===== src/rtl/hgtc_pkg.sv =====
// Package for the hand gesture template classifier.
// Holds payload structs, gesture codes, register indexes and the fingerprint table.
// No dependencies.
package hgtc_pkg;

    localparam int Fingers    = 5;
    localparam int Prints     = 8;
    localparam int RatioW     = 12;
    localparam int ScoreW     = 13;
    localparam int CfgDataW   = 60;
    localparam int CfgIdxW    = 3;
    localparam int DivSteps   = 13;
    localparam logic [ScoreW-1:0] FullQ12 = 13'd4096;
    localparam logic [RatioW:0]   CalMinSpan = 13'd52;

    typedef enum logic [3:0] {
        G_NONE = 4'd0, G_OPEN = 4'd1, G_FIST = 4'd2, G_THUMBSUP = 4'd3,
        G_PEACE = 4'd4, G_GUNS = 4'd5, G_GUNSHOT = 4'd6, G_CALLME = 4'd7,
        G_ROCKON = 4'd8, G_THUMBOVER = 4'd9
    } t_gesture;

    typedef enum logic [CfgIdxW-1:0] {
        R_CALIBRATED = 3'd0, R_FIST = 3'd1, R_OPEN = 3'd2, R_PIVOT = 3'd3,
        R_MIN_CONF = 3'd4, R_MIN_MARGIN = 3'd5, R_THUMB_THR = 3'd6
    } t_reg_idx;

    typedef struct packed {
        logic [11:0]        thumb_ratio;
        logic [11:0]        index_ratio;
        logic [11:0]        middle_ratio;
        logic [11:0]        ring_ratio;
        logic [11:0]        little_ratio;
        logic signed [15:0] thumb_alignment;
    } t_in_item;

    typedef struct packed {
        logic [3:0]  gesture;
        logic [12:0] confidence;
    } t_out_item;

    // Per-lane setup handed down the divider pipeline.
    typedef struct packed {
        logic              use_cal;
        logic              zero;
        logic [RatioW:0]   num;
        logic [RatioW:0]   span;
    } t_lane_ctl;

    // Fingerprint masks, thumb in bit 0. ext: 1 extended, care: 1 used.
    function automatic logic [Fingers-1:0] print_ext(input int k);
        case (k)
            0: print_ext = 5'b11111;
            1: print_ext = 5'b00000;
            2: print_ext = 5'b00001;
            3: print_ext = 5'b00110;
            4: print_ext = 5'b00011;
            5: print_ext = 5'b00010;
            6: print_ext = 5'b10001;
            default: print_ext = 5'b10010;
        endcase
    endfunction

    function automatic logic [Fingers-1:0] print_care(input int k);
        print_care = (k == 7) ? 5'b11110 : 5'b11111;
    endfunction

endpackage


===== src/rtl/hgtc_merge.sv =====
// Merging stage: scores the eight fingerprints and keeps top and runner-up.
// Two registered stages; uses hgtc_pkg.
module hgtc_merge import hgtc_pkg::*; (
    input  logic                           i_clk,
    input  logic                           i_en,
    input  logic [Fingers-1:0][ScoreW-1:0] i_norm,
    input  logic signed [15:0]             i_align,
    input  logic [ScoreW-1:0]              i_min_conf,
    input  logic [ScoreW-1:0]              i_min_margin,
    input  logic signed [15:0]             i_thumb_thr,
    output t_out_item                      o_item
);
    logic [Prints-1:0][ScoreW-1:0] n_score, r_score;
    logic                          r_flat;
    logic [Fingers-1:0]            p_ext, p_care;
    always_comb begin
        p_ext  = '0;
        p_care = '0;
        for (int k = 0; k < Prints; k++) begin
            p_ext  = print_ext(k);
            p_care = print_care(k);
            n_score[k] = FullQ12;
            for (int i = 0; i < Fingers; i++) begin
                if (p_care[i]) begin
                    if (p_ext[i]) begin
                        if (i_norm[i] < n_score[k]) n_score[k] = i_norm[i];
                    end else if (FullQ12 - i_norm[i] < n_score[k]) begin
                        n_score[k] = FullQ12 - i_norm[i];
                    end
                end
            end
        end
    end
    always_ff @(posedge i_clk) begin
        if (i_en) begin
            r_score <= n_score;
            r_flat  <= i_align < i_thumb_thr;
        end
    end

    logic [ScoreW-1:0] top, sec;
    logic [3:0]        ges;
    t_out_item         n_item, r_item;
    always_comb begin
        top = '0;
        sec = '0;
        ges = G_NONE;
        for (int k = 0; k < Prints; k++) begin
            if (r_score[k] > top) begin
                sec = top;
                top = r_score[k];
                ges = 4'(k + 1);
            end else if (r_score[k] > sec) begin
                sec = r_score[k];
            end
        end
        if (top < i_min_conf || (top - sec) < i_min_margin) ges = G_NONE;
        if (ges == G_THUMBSUP && r_flat) ges = G_THUMBOVER;
        n_item.gesture    = ges;
        n_item.confidence = top;
    end
    always_ff @(posedge i_clk) begin
        if (i_en) begin
            r_item <= n_item;
        end
    end
    assign o_item = r_item;
endmodule

===== config.mk =====
export PLATFORM = sky130hd
export DESIGN_NAME = hgtc_merge
export DESIGN_NICKNAME = d
export VERILOG_FILES = /design/src/rtl/hgtc_pkg.sv /design/src/rtl/hgtc_merge.sv
export SDC_FILE = /design/constraint.sdc
export NUM_CORES = 1
export LEC_CHECK = 0
export ABC_AREA = 1
export BUFFER_PORTS_ARGS = -buffer_cell sky130_fd_sc_hd__buf_2
export CORE_UTILIZATION = 50
export DETAILED_ROUTE_END_ITERATION = 12
export GPL_TIMING_DRIVEN = 1
export PLACE_DENSITY_LB_ADDON = 0.3
export SYNTH_ARGS = -nofsm -noshare
export SYNTH_HDL_FRONTEND = slang
export SYNTH_SLANG_ARGS = --single-unit

===== constraint.sdc =====
create_clock -name i_clk -period 23.9 [get_ports i_clk]
set_input_delay 0 -clock i_clk [delete_from_list [all_inputs] [get_ports i_clk]]
set_output_delay 0 -clock i_clk [all_outputs]
set_load 0.02 [all_outputs]

Yosys cells after proc, flatten, opt, wreduce, memory -nomap -nowiden --
Index checks and enable logic that the tools add are counted.
Word-level totals: register bits 122, output and inout bits 17, logic and storage cells 127
Cells by class: $add $sub $neg 6, $lt $le $gt $ge 47, equality and inequality tests 1, multiplexer cells 60, reductions and logical operators 2
Operators with widths (number):
- $mux 13 | 51
- $lt 13x13->1 | 28
- $gt 13x13->1 | 13
- $sub 13x13->13 const A | 5
- $lt 13x13->1 const B | 3
- $mux 4 | 8
- $gt 13x1->1 const B | 2
- $lt 16x16->1 | 1
- $sub 13x13->13 | 1
- $eq 4x2->1 const B | 1
- $logic_and 1x1->1 | 1
- $logic_or 1x1->1 | 1
- $mux 1 | 1

Longest topological paths before layout --
word-level depth 28, mapped depth 122, depth with buffers taken out 117

Worst setup path before layout --
OpenSTA, ideal clock, no wires.
path type reg2reg, start register r_score[21] (netlist bit), end register r_item (netlist bit o_item[14]), data pin, arrival time 14519 ps, required time 23644 ps, slack 9125 ps, stages on the path, launching flop included 118, path buffers 8, path through edfxtp_1 ha_1 nand4_1 nor3_1 o21ai_1 nand2_2 o41ai_4 buf_2 o21ai_0 ha_1 a21oi_1 o21ai_0 o21ai_1 o2111ai_1 nand2_1 buf_2 buf_1 nand3_1 (+82 left out) a21oi_1 o21ai_0 a21o_1 a21oi_1 or2_2 nand2_1 a21oi_1 or2_0 nand2_1 nand3_1 nand2_1 ha_1 a21oi_1 o221ai_1 nand2_1 inv_1 o211ai_1 inv_1
Between the ends: cells in the longest elaborated chain, start to end 27, elaborated cells on any way between the ends 49, classes of those cells add/sub (1); order compare (16); eq/ne (1); mux (29); reduce/logical (2)
RTL lines:
- start, declared | line hgtc_merge.sv:13 | logic [Prints-1:0][ScoreW-1:0] n_score, r_score;
- start signal, assigned | line hgtc_merge.sv:36 | r_score <= n_score;
- $gt 13x1->1 | line hgtc_merge.sv:53 | end else if (r_score[k] > sec) begin
- $mux 13 | line hgtc_merge.sv:53
- $mux 13 | line hgtc_merge.sv:49 | if (r_score[k] > top) begin
- $gt 13x13->1 | line hgtc_merge.sv:53
- $mux 13 | line hgtc_merge.sv:53
- $mux 13 | line hgtc_merge.sv:49
- $gt 13x13->1 | line hgtc_merge.sv:53
- $mux 13 | line hgtc_merge.sv:53
- (+11 left out)
- $mux 13 | line hgtc_merge.sv:53
- $mux 13 | line hgtc_merge.sv:49
- $sub 13x13->13 | line hgtc_merge.sv:57 | if (top < i_min_conf || (top - sec) < i_min_margin) ges = G_NONE;
- $lt 13x13->1 | line hgtc_merge.sv:57
- $logic_or 1x1->1 | line hgtc_merge.sv:57
- $mux 4 * | line hgtc_merge.sv:57
- $eq 4x2->1 | line hgtc_merge.sv:58 | if (ges == G_THUMBSUP && r_flat) ges = G_THUMBOVER;
- $logic_and 1x1->1 | line hgtc_merge.sv:58
- end signal, assigned | line hgtc_merge.sv:64 | r_item <= n_item;
- end, declared | line hgtc_merge.sv:43 | t_out_item n_item, r_item;
Mark *: on every way between the ends. The rest lies on a longest branch, timed or not. A chain may end at the register's enable or synchronous reset.

Final worst setup path --
start register r_score[21] (netlist bit), end register r_item (netlist bit o_item[14]), data pin
Between the ends: elaborated cells on any way between the ends 49, classes of those cells add/sub (1); order compare (16); eq/ne (1); mux (29); reduce/logical (2)
RTL lines:
- $gt 13x13->1 | line hgtc_merge.sv:49
- $mux 13 * | line hgtc_merge.sv:49
- $gt 13x13->1 | line hgtc_merge.sv:49
- $mux 13 * | line hgtc_merge.sv:49
- $gt 13x13->1 | line hgtc_merge.sv:49
- $mux 13 * | line hgtc_merge.sv:49
- $gt 13x13->1 | line hgtc_merge.sv:49
- $mux 13 * | line hgtc_merge.sv:49
- (+5 left out)
- $mux 13 * | line hgtc_merge.sv:49
- net top[0] | line hgtc_merge.sv:41 | logic [ScoreW-1:0] top, sec;
- $sub 13x13->13 | line hgtc_merge.sv:57
- $lt 13x13->1 | line hgtc_merge.sv:57
- $logic_or 1x1->1 * | line hgtc_merge.sv:57
- $mux 4 * | line hgtc_merge.sv:57
- $eq 4x2->1 | line hgtc_merge.sv:58
- $logic_and 1x1->1 | line hgtc_merge.sv:58
Mark *: on every way through the listed nets, which the timed path passes. The rest lies on a longest branch.

==> key figures <==
Global routing
  • First-pass GRT wire length: 123.6 mm
  • Antenna violations before repair: 2
  • Total global-route track usage: 31.41%
  • Largest net degree at the start of global routing: 74
  • Remaining Overflow, GRT: 0
  • Vias in the first global route: 22481

Synthesis
  • Post-synth ARST share: 0%
  • Post-synth EDFFs: 122
  • Synth Instances: between 3000 and 4000
  • Syn. warnings: 0
  • Most used DFF post-synth: edfxtp_1
  • Library cells used by synthesis: 53
  • Synthesized area: 24710 sq um
  • Synthesized Nets: 4455
  • Register area share after synthesis: between 10% and 20%
  • Avg Inst Size Synth: approximately 6.5 sq um
  • Seq cells post-synth: 122

Timing
  • Tightest Pin Transition: 1.074 ns
  • Setup_tns: 0 ns
  • Max Clock Skew: 0.01559 ns
  • Slew HR: 27.62%
  • Maximum clock rate: ~0.048 GHz
  • Final period utilization: ~86%
  • Final count of hold timing violations: 0
  • RSZ-0062 raised after global routing: false
  • Max Transition Viols Final: 0
  • Finish-stage setup viols: 0
  • Post-layout min period: 20.66 ns

CTS
  • Post_cts resized: 0
  • Clock latency at the later pin of the worst-skew pair: 0.44 ns
  • H-Tree Depth: 4
  • CTS tree: done
  • Total clock sinks: 122
  • Num CTS Buffers: 17
  • Clk slew on worst S/H paths: approximately 0.070 ns
  • Clock buffer depth: 2
  • Root Buffer: clkbuf_16
  • Setup bufs post-CTS: 0
  • # hold bufs at CTS: 0

Drt
  • Vias/cell: 5.604
  • Vias: 25471
  • Final ANT Viol Nets: 0
  • Routed WL per cell: 17.56 um
  • Residual DRC: 0
  • Drt first pass iters: 6
  • Drt first-iter violations: about 2300
  • DRT Wirelength: between 70 and 80 mm

Cells and area
  • Layout Utilization: between 50% and 60%
  • FF+latch area: between 3000 and 4000 sq um
  • Commonest non-fill, non-tap cell in the layout: nand2_1
  • Final Net Count: 4530
  • Leading cell types in the layout, fill and taps excluded: nand2_1, ha_1, inv_1, o21ai_0, a21oi_1
  • Filler instances: 4913
  • Layout cells sized above 1: 7.268%
  • Area of the multi-input gates: 18710 sq um
  • Layout area overhead: 7.404%

Placed design
  • DPL Wire Length: 66.59 mm
  • GP Congestion: just over 1
  • Count of input and output buffers: ~140

Outcome
  • Status: complete, no violations

Floorplanning
  • FP Rows: a little over 80
  • Core Footprint: 48850 sq um
  • IO Pins: about 140
  • Die Span Y: 224.3 um
  • Die X: around 220 um
  • Initial core utilization: 50.58%
  • Die area: 50310 sq um

Worst setup path
  • Crit. End Element: flip-flop
  • Worst Path Arrival: 20.85 ns
  • Crit Path Category: reg2reg
  • Largest stage delay, worst path: ~0.89 ns
  • Max stage delay cell, worst path: o41ai_4
  • CP Max Fanout: 39
  • Most common cell on crit path: nand2_1
  • Setup crit start kind: flip-flop
  • CP required: 24.08 ns

Min path
  • Worst Hold Class: in2reg

Run
  • Max-cap viol count: 0
flip-flops by register name, summed over array words and instances, names as in the netlist:
| register | count |
|---|---|
| r_score | 104 |
| o_item | 17 |
| r_flat | 1 |
path summary, 6_finish.rpt:
check                                   to  slack [ns]  cells after the start                  start
setup reg to reg  o_item[14]$_SDFFCE_PP0P_        3.24                    103  r_score[21]$_DFFE_PP_
hold / removal       r_score[88]$_DFFE_PP_        0.03                      3             i_norm[62]
setup / recovery  o_item[14]$_SDFFCE_PP0P_        3.24                    103  r_score[21]$_DFFE_PP_
hold reg to reg        o_item[0]$_DFFE_PP_        0.74                      2  r_score[91]$_DFFE_PP_
final cells by class:
| type | instances | area share [%] |
|---|---|---|
| Timing Repair Buffer | 163 | 3.291 |
| Clock buffer | 17 | 1.603 |
| Clock inverter | 15 | 0.6365 |
| Sequential cell | 122 | 13.81 |
| Antenna cell | 1 | 0.009430 |
| Tap cell | 664 | 3.131 |
| Inverter | 496 | 7.016 |
| Multi-Input combinational cell | 3067 | 70.51 |
cell usage after synthesis (4+ instances only):
master,n,area share [%]
nand2_1,1101,17
ha_1,537,27
inv_1,490,7.4
o21ai_0,353,7.2
a21oi_1,237,4.8
nand3_1,223,4.5
nor2_1,154,2.3
edfxtp_1,122,15
o21ai_1,77,1.6
clkbuf_1,66,1.0
nand4_1,58,1.5
nor3_1,56,1.1
xor2_1,43,1.5
a211oi_1,41,1.2
nand2_2,31,0.78
buf_2,19,0.38
or2_2,18,0.46
o221a_2,15,0.68
o211ai_1,14,0.43
o21bai_1,14,0.43
nor4_1,13,0.33
xnor2_1,13,0.46
and2_1,10,0.25
buf_1,9,0.14
o21a_1,9,0.27
a2111oi_0,8,0.28
buf_4,7,0.21
buf_6,6,0.27
o21ai_2,5,0.18
o31ai_1,5,0.15
nand3b_1,4,0.12
o2111ai_1,4,0.14
critical path: cells and delay by family (launching register included):
kind | cells | cell delay [ns]
simple gates | 38 | 5.74
fa+ha+maj | 10 | 2.77
buf+inv | 18 | 4.92
compound gates | 37 | 6.52
flops | 1 | 0.42
through the flow:
step | setup slack, ns | area [sq um] | instances | hold slack, ns
2_1_floorplan | 9.125 | 24710 | 3792 | 0.1125
3_3_place_gp | 4.064 | 25940 | 4512 | 0.4422
3_5_place_dp | 3.667 | 25940 | 4512 | 0.4450
4_1_cts | 3.641 | 26530 | 4544 | 0.009792
5_1_grt | 0.5934 | 26530 | 4544 | 0.03568
6_report | 3.235 | 26540 | 4545 | 0.03009
cells by family (layout without fill, tap and decap cells):
logic type,Yosys count,count (layout),synth area share (%)
buf+inv,603,691,9.546
flops,122,122,14.83
simple gates,1679,1679,28.56
fa+ha+maj,538,538,27.28
compound gates,794,794,17.81
other cells,0,1,0
xor+xnor,56,56,1.985
layer usage:
layer  share of wire (%)  up-vias  global-route usage, %  wire length [um]
met5                   0        -                      0                 0
met4                 5.5        0                  16.09              4372
met3                 6.2      214                  2.273              4975
li1                    -    13032                      -                 -
met1                  44    11245                  41.55             35270
met2                  44      980                  51.47             35190
Power is left out: the tool's default activity adds up to more than one toggle a clock period on the data nets, which glitch-free logic cannot reach.
