[src/rtl/hgtc_pkg.sv]
// Package for the hand gesture template classifier.
// Holds payload structs, gesture codes, register indexes and the fingerprint table.
// No dependencies.
package hgtc_pkg;

    localparam int Fingers    = 5;
    localparam int Prints     = 8;
    localparam int RatioW     = 12;
    localparam int ScoreW     = 13;
    localparam int CfgDataW   = 60;
    localparam int CfgIdxW    = 3;
    localparam int DivSteps   = 13;
    localparam logic [ScoreW-1:0] FullQ12 = 13'd4096;
    localparam logic [RatioW:0]   CalMinSpan = 13'd52;

    typedef enum logic [3:0] {
        G_NONE = 4'd0, G_OPEN = 4'd1, G_FIST = 4'd2, G_THUMBSUP = 4'd3,
        G_PEACE = 4'd4, G_GUNS = 4'd5, G_GUNSHOT = 4'd6, G_CALLME = 4'd7,
        G_ROCKON = 4'd8, G_THUMBOVER = 4'd9
    } t_gesture;

    typedef enum logic [CfgIdxW-1:0] {
        R_CALIBRATED = 3'd0, R_FIST = 3'd1, R_OPEN = 3'd2, R_PIVOT = 3'd3,
        R_MIN_CONF = 3'd4, R_MIN_MARGIN = 3'd5, R_THUMB_THR = 3'd6
    } t_reg_idx;

    typedef struct packed {
        logic [11:0]        thumb_ratio;
        logic [11:0]        index_ratio;
        logic [11:0]        middle_ratio;
        logic [11:0]        ring_ratio;
        logic [11:0]        little_ratio;
        logic signed [15:0] thumb_alignment;
    } t_in_item;

    typedef struct packed {
        logic [3:0]  gesture;
        logic [12:0] confidence;
    } t_out_item;

    // Per-lane setup handed down the divider pipeline.
    typedef struct packed {
        logic              use_cal;
        logic              zero;
        logic [RatioW:0]   num;
        logic [RatioW:0]   span;
    } t_lane_ctl;

    // Fingerprint masks, thumb in bit 0. ext: 1 extended, care: 1 used.
    function automatic logic [Fingers-1:0] print_ext(input int k);
        case (k)
            0: print_ext = 5'b11111;
            1: print_ext = 5'b00000;
            2: print_ext = 5'b00001;
            3: print_ext = 5'b00110;
            4: print_ext = 5'b00011;
            5: print_ext = 5'b00010;
            6: print_ext = 5'b10001;
            default: print_ext = 5'b10010;
        endcase
    endfunction

    function automatic logic [Fingers-1:0] print_care(input int k);
        print_care = (k == 7) ? 5'b11110 : 5'b11111;
    endfunction

endpackage

[src/rtl/hgtc_lane.sv]
// One finger lane: normalizes a raw ratio to a Q1.12 match strength (4096 is 1.0).
// Pipelined restoring divider, one quotient bit per stage; uses hgtc_pkg.
module hgtc_lane import hgtc_pkg::*; (
    input  logic              i_clk,
    input  logic              i_rst_n,
    input  logic              i_en,
    input  logic [RatioW-1:0] i_ratio,
    input  logic              i_calibrated,
    input  logic [RatioW-1:0] i_fist,
    input  logic [RatioW-1:0] i_open,
    input  logic [RatioW-1:0] i_pivot,
    output logic [ScoreW-1:0] o_norm
);
    // Stage 0: choose the path and set up the divide, or finish the ramp.
    t_lane_ctl   n_ctl;
    logic [12:0] n_ramp;
    logic signed [13:0] diff_ramp;
    logic signed [19:0] t_val;
    logic [13:0] ramp_y;
    logic [30:0] ramp_prod;
    logic signed [13:0] span_s, num_s;

    always_comb begin
        span_s  = $signed({2'b00, i_open}) - $signed({2'b00, i_fist});
        num_s   = $signed({2'b00, i_ratio}) - $signed({2'b00, i_fist});
        n_ctl.use_cal = i_calibrated && (span_s >= $signed({1'b0, CalMinSpan}));
        n_ctl.zero    = (num_s <= 14'sd0);
        n_ctl.num     = num_s[RatioW:0];
        n_ctl.span    = span_s[RatioW:0];
        diff_ramp = $signed({2'b00, i_ratio}) - $signed({2'b00, i_pivot});
        t_val     = 20'(diff_ramp) * 20'sd25 + 20'sd3072;
        // For 0 < t < 6144 the rounded 2t/3 equals floor((2t + 1) / 3), which a
        // reciprocal multiply by ceil(2^17 / 3) gives exactly in this range.
        ramp_y    = {t_val[12:0], 1'b1};
        ramp_prod = 31'(ramp_y) * 31'd43691;
        if (t_val <= 20'sd0) begin
            n_ramp = '0;
        end else if (t_val >= 20'sd6144) begin
            n_ramp = FullQ12;
        end else begin
            n_ramp = ramp_prod[29:17];
        end
    end

    // Divider: (num*4096 + span/2) / span, quotient capped at 13 bits.
    // The quotient exceeds 4096 when the ratio lies above the open value; saturation clamps it.
    logic [DivSteps:0][RatioW:0]   r_span;
    logic [DivSteps:0][25:0]       r_rem;
    logic [DivSteps:0][DivSteps:0] r_quo;
    logic [DivSteps:0]             r_use;
    logic [DivSteps:0]             r_zero;
    logic [DivSteps:0][12:0]       r_ramp;
    logic [DivSteps:0]             r_ovf;

    // Quotient bit b = 13..1 is decided at stage 13 - b; bit 13 set means overflow.
    logic [DivSteps-1:0]       div_ge;
    logic [DivSteps-1:0][25:0] div_rem;
    always_comb begin
        for (int s = 0; s < DivSteps; s++) begin
            div_ge[s]  = (39'(r_rem[s]) >= (39'(r_span[s]) << (DivSteps - s)));
            div_rem[s] = div_ge[s] ?
                         26'(39'(r_rem[s]) - (39'(r_span[s]) << (DivSteps - s))) : r_rem[s];
        end
    end

    always_ff @(posedge i_clk) begin
        if (i_en) begin
            r_span[0] <= n_ctl.span;
            r_rem[0]  <= {1'b0, n_ctl.num, 12'd0} + 26'(n_ctl.span[RatioW:1]);
            r_quo[0]  <= '0;
            r_use[0]  <= n_ctl.use_cal;
            r_zero[0] <= n_ctl.zero;
            r_ramp[0] <= n_ramp;
            r_ovf[0]  <= 1'b0;
            for (int s = 0; s < DivSteps; s++) begin
                r_span[s+1] <= r_span[s];
                r_rem[s+1]  <= div_rem[s];
                r_quo[s+1]  <= r_quo[s] |
                               (div_ge[s] ? ((DivSteps+1)'(1) << (DivSteps - s)) : '0);
                r_ovf[s+1]  <= r_ovf[s] | (div_ge[s] && s == 0);
                r_use[s+1]  <= r_use[s];
                r_zero[s+1] <= r_zero[s];
                r_ramp[s+1] <= r_ramp[s];
            end
        end
    end

    logic [DivSteps:0] q_fin;
    logic [12:0]       n_norm;
    logic [12:0]       r_norm;
    always_comb begin
        q_fin = r_quo[DivSteps] |
                (DivSteps+1)'(39'(r_rem[DivSteps]) >= 39'(r_span[DivSteps]));
        if (!r_use[DivSteps]) begin
            n_norm = r_ramp[DivSteps];
        end else if (r_zero[DivSteps]) begin
            n_norm = '0;
        end else if (r_ovf[DivSteps] || q_fin > 14'(FullQ12)) begin
            n_norm = FullQ12;
        end else begin
            n_norm = q_fin[12:0];
        end
    end
    always_ff @(posedge i_clk) begin
        if (i_en) begin
            r_norm <= n_norm;
        end
    end
    assign o_norm = r_norm;

    logic unused;
    assign unused = i_rst_n;
endmodule

[config.mk]
export PLATFORM = sky130hd
export DESIGN_NAME = hgtc_lane
export DESIGN_NICKNAME = d
export VERILOG_FILES = /design/src/rtl/hgtc_pkg.sv /design/src/rtl/hgtc_lane.sv
export SDC_FILE = /design/constraint.sdc
export NUM_CORES = 1
export LEC_CHECK = 0
export ABC_AREA = 1
export ABC_CLOCK_PERIOD_IN_PS = 23000
export BUFFER_PORTS_ARGS = -buffer_cell sky130_fd_sc_hd__buf_2
export CORE_AREA = 8 8 362 364
export CTS_CLUSTER_DIAMETER = 60
export DETAILED_ROUTE_END_ITERATION = 16
export DIE_AREA = 0 0 370 372
export PLACE_DENSITY = 0.49
export RECOVER_POWER = 50
export SLEW_MARGIN = 20
export SYNTH_ARGS = -nofsm -noshare
export SYNTH_HDL_FRONTEND = slang
export SYNTH_SLANG_ARGS = --single-unit
export TNS_END_PERCENT = 5
[constraint.sdc]
create_clock -name i_clk -period 23 [get_ports i_clk]
set_input_delay 3.45 -clock i_clk [delete_from_list [all_inputs] [get_ports i_clk]]
set_output_delay 3.45 -clock i_clk [all_outputs]
set_load 0.05 [all_outputs]
# Word-level counts from Yosys, hierarchy flattened

Cells that the tools add are included.

Register bits after elaboration: 964
Bits of input ports: 52
Output and inout bits: 13
Word-level logic and storage cells: 145

$add $sub $neg: 18
Multiply operators: 2
$lt $le $gt $ge: 19
Multiplexer cells: 30
Bitwise logic cells: 13
Reduce and logical (&&, ||, !) cells: 3

Operator list:

| operator                                                              | count |
|---|---|
| 26-bit 2-to-1 mux                                                     | 13 |
| 13-bit 2-to-1 mux                                                     | 5 |
| 12-bit by 12-bit subtractor with 13-bit output                        | 3 |
| 14-bit by 16-bit multiplier with 30-bit output, second input constant | 1 |
| 25-bit by 12-bit adder with 26-bit output                             | 1 |
| 26-bit by 13-bit greater-or-equal comparator with 1-bit output        | 1 |
| 26-bit by 14-bit greater-or-equal comparator with 1-bit output        | 1 |
| 26-bit by 15-bit greater-or-equal comparator with 1-bit output        | 1 |
| 26-bit by 16-bit greater-or-equal comparator with 1-bit output        | 1 |
| 26-bit by 17-bit greater-or-equal comparator with 1-bit output        | 1 |
| 26-bit by 18-bit greater-or-equal comparator with 1-bit output        | 1 |
| 26-bit by 19-bit greater-or-equal comparator with 1-bit output        | 1 |
| 26-bit by 20-bit greater-or-equal comparator with 1-bit output        | 1 |
| 26-bit by 21-bit greater-or-equal comparator with 1-bit output        | 1 |
| 26-bit by 22-bit greater-or-equal comparator with 1-bit output        | 1 |
| 26-bit by 23-bit greater-or-equal comparator with 1-bit output        | 1 |
| 26-bit by 24-bit greater-or-equal comparator with 1-bit output        | 1 |
| 26-bit by 25-bit greater-or-equal comparator with 1-bit output        | 1 |
| 26-bit greater-or-equal comparator                                    | 1 |
| 26-bit by 14-bit subtractor with 26-bit output                        | 1 |
| 26-bit by 15-bit subtractor with 26-bit output                        | 1 |
| 26-bit by 16-bit subtractor with 26-bit output                        | 1 |
| 26-bit by 17-bit subtractor with 26-bit output                        | 1 |
| 26-bit by 18-bit subtractor with 26-bit output                        | 1 |
| 43 further kinds                                                      | 43 |

# Logic depth before layout (Yosys ltp)

Depth after elaboration: 7
Depth in mapped cells: 45
Gate-level depth less buffers: 45

# Worst setup path after synthesis

OpenSTA, ideal clock, no wires.

Path kind: input port to flip-flop
Start point: input port i_ratio[0]
End point: register r_ramp[7] in the netlist's numbering (data pin)
Setup time: 0.273 ns
Arrival: 11.551 ns
Path slack: 11.177 ns
Stages on the path: 41
Buffers on the path: 0
Cells stage by stage: inv_1 ha_1 inv_1 fa_1 nand3_1 nand3_2 a31oi_1 xnor2_1 inv_1 or2_2 nand2_1 ha_1 a31o_2 ha_1 inv_1 fa_1 inv_1 ha_1 [... 5 more ...] inv_1 fa_1 inv_1 fa_1 inv_1 fa_1 fa_1 ha_1 ha_1 nand2_1 nor2_1 nor3b_1 nand3_1 nand3_1 nand2_1 nand2_1 xor2_1 nor3b_2

Word-level cells in the longest chain between the ends: 5

Ends and longest elaborated chain:

| what                                                                                   | RTL line        | text |
|---|---|---|
| start: declaration                                                                     | hgtc_lane.sv:7  | `input logic [RatioW-1:0] i_ratio,` |
| 12-bit by 12-bit subtractor with 13-bit output *                                       | hgtc_lane.sv:30 | `diff_ramp = $signed({2'b00, i_ratio}) - $signed({2'b00, i_pivot});` |
| 13-bit by 6-bit multiplier with 19-bit output *                                        | hgtc_lane.sv:31 | `t_val = 20'(diff_ramp) * 20'sd25 + 20'sd3072;` |
| 19-bit by 13-bit adder with 20-bit output *                                            | hgtc_lane.sv:31 |  |
| branches (longest 2 deep; another with 14-bit by 16-bit multiplier with 30-bit output) | --              |  |
| end signal: indexed assignment                                                         | hgtc_lane.sv:83 | `r_ramp[s+1] <= r_ramp[s];` |
| end: declaration                                                                       | hgtc_lane.sv:52 | `logic [DivSteps:0][12:0] r_ramp;` |

Mark *: on every way between the ends.
A chain may end at the register's enable or synchronous reset.

# Worst setup path in the final report

Same ends and word-level chain as after synthesis.

==> results_dict.tcl <==
set metrics [dict create \
    period_share_pct 54.5 \
    cts_tree "yes" \
    core_area_um2 125000 \
    grt_use_total_pct 13.3 \
    fin_crit_ns 12.54 \
    setup_slack_ns 10.46 \
    hold_ws_ns 0.394 \
    synth-compound-area-share_pct 8.41 \
    post_cts_buffers 0 \
    cts_num_sinks 757 \
    synth_edf_count 757 \
    h-tree-depth 3 \
    rsz0062_at_grt "no" \
    final_core_util_pct 38.9 \
    min_from "r_quo[180]" \
    startpoint_type "primary input" \
    startpoint "i_ratio[0]" \
    synth_seq_cells 757 \
    antennaDiodeCount 0 \
    status "finished with violations" \
    drt-total-wl_mm 92.0 \
    tightestPinTransition_ns 6.95 \
    wl_per_cell_um 15.2 \
    drtIter0Drc 1590 \
    worstSetupPathType "primary input to flip-flop" \
    syn_inst 4215 \
    maxCapViolCount 1 \
    hold_buffers 0 \
    synth_xor_area_share_pct 4.78 \
    portBuffers 63 \
    worst_path_most_repeated_cell "inv_1" \
    syn_area_um2 43500 \
    finalSetupTns_ns 0 \
    dr.pass1.iters 5 \
    crit_arrival_ns 13.03 \
    die_x_um 370 \
    cts_buffer_depth 3 \
    worst_ep_required_time_ns 23.49 \
    grt_pass1_vias 28700 \
    die_area_um2 138000 \
    antenna_found_initial 1 \
    initial_utilization_pct 34.8 \
    ios 65 \
    numCtsBuffers 90 \
    layout_common_cells "757 x edfxtp_1, 750 x nand2_1, 694 x inv_1" \
    row_count 130 \
    synthFlopType "edfxtp_1" \
    vias 28400 \
    final_nets 4849 \
    clkTransAtPathRegs_ns 0.06 \
    clock_skew_ns 0.0339 \
    ys_seq_area_share_pct 52.3 \
    fmax_mhz 79.7 \
    hold_viol 0 \
    antenna_left 0 \
    dp_slack_ns 9.75 \
    syn_to_final_growth_pct 11.7 \
    cp_max_fo 5 \
    die_h_um 372 \
    drive_above_1_share_pct 5.61 \
    slew_headroom_pct -363 \
    drv_slew 129 \
    synthArstFlopShare_pct 0 \
    place_hpwl_mm 71.5 \
    yosysWarnings 0 \
    synth_fa_ha_area_share_pct 14.3 \
    violations "max-capacitance violations, max-slew violations" \
    drc 0 \
    gp_congestion 0.839 \
    synthDistinctLibCells 61 \
    cts-root-buf "clkbuf_16" \
    synth.avg_cell_area_um2 10.3 \
    muxShareOfSynthArea_pct 0 \
    setup_viol_count_final 0 \
    end_kind "flip-flop" \
    synth_top_family_by_area "adder cells" \
    hold_class "flip-flop to flip-flop" \
    rr_startpoint "r_span[158]" \
    grt_pass1_wl_mm 149 \
    vias_per_cell 4.68 \
    post_cts_resized 0 \
    grt_max_degree 129 \
    layout_commonest_cell "edfxtp_1" \
    grt-ovfl-total 0 \
    synthSimpleGateAreaFrac_pct 13.8 \
    syn_nets 4718 \
    crit_path_max_incr_delay_ns 0.62 \
    slowest_stage "fa_1" \
    clk_latency_ns 0.67 \
]
## metal layers
layer  up-vias  part of all wire (%)  wire length (µm)  global-route usage, %
met4         2                   2.9              2700                   4.62
met2       420                    48             44600                   23.5
met5         -                0.0087                 8                      0
met3       152                   3.5              3210                   2.08
li1      14700                     -                 -                      -
met1     13200                    45             41500                   16.4
## state kept, by name (all words and copies together), names as in the netlist
register / flops
r_rem: 264
r_ramp: 182
r_span: 179
r_quo: 79
r_use: 14
r_zero: 14
o_norm: 13
r_ovf: 12
## layout make-up
type	instances	area [µm²]
Fill cell	12300	76400
Clock buffer	107	2340
Tap cell	1650	2060
Inverter	696	2610
Timing Repair Buffer	74	412
Multi-Input combinational cell	2727	17800
Clock inverter	59	588
Sequential cell	757	22700
## cells in the mapped netlist, drive strengths merged (8+ instances only)
library cell / count / area share (%)
o2111ai: 8 / 0.16
or2: 21 / 0.30
xnor2: 116 / 2.3
inv: 695 / 6.0
nor4: 29 / 0.42
o21ai: 280 / 3.4
nand4: 74 / 1.1
nor3: 50 / 0.61
fa: 76 / 3.5
nand3b: 15 / 0.26
nand2: 757 / 6.6
nand3: 139 / 1.7
buf: 23 / 0.33
ha: 375 / 11
o21a: 8 / 0.14
xor2: 121 / 2.4
a21boi: 9 / 0.16
nor2: 284 / 2.5
a31oi: 16 / 0.24
o21bai: 22 / 0.38
a21o: 20 / 0.35
clkbuf: 12 / 0.11
a21oi: 268 / 3.1
edfxtp: 757 / 52
nor3b: 10 / 0.28
## final timing paths
path           endpoint  slack, ns  cells past startpoint
min          r_quo[194]       0.39                      0
max           r_ramp[7]      10.46                     42
min reg2reg  r_quo[194]       0.39                      0
max reg2reg  r_rem[348]      18.03                     12
## cells by family after synthesis
kind of cell | after synthesis
flip-flops | 757
adder cells (fa/ha/maj) | 451
AND/OR/NAND/NOR | 1383
XOR/XNOR | 237
AO/OA/AOI/OAI | 656
buffers and inverters | 731
## worst max-delay path, delay by kind of cell
family | cells | cell delay (ns)
xor+xnor | 3 | 0.84
compound gates | 2 | 0.46
fa+ha+maj | 12 | 4.91
buf+inv | 10 | 1.00
simple gates | 15 | 2.32
## metrics by stage
step           cells  area, µm²
2_1_floorplan   4215      43500
3_5_place_dp    5903      45700
3_3_place_gp    5903      45700
5_1_grt         6070      48500
6_report        6070      48500
4_1_cts         6069      48700
Power is not shown: default switching activity piles up to over one toggle a cycle in this logic, so the estimate is an artifact.
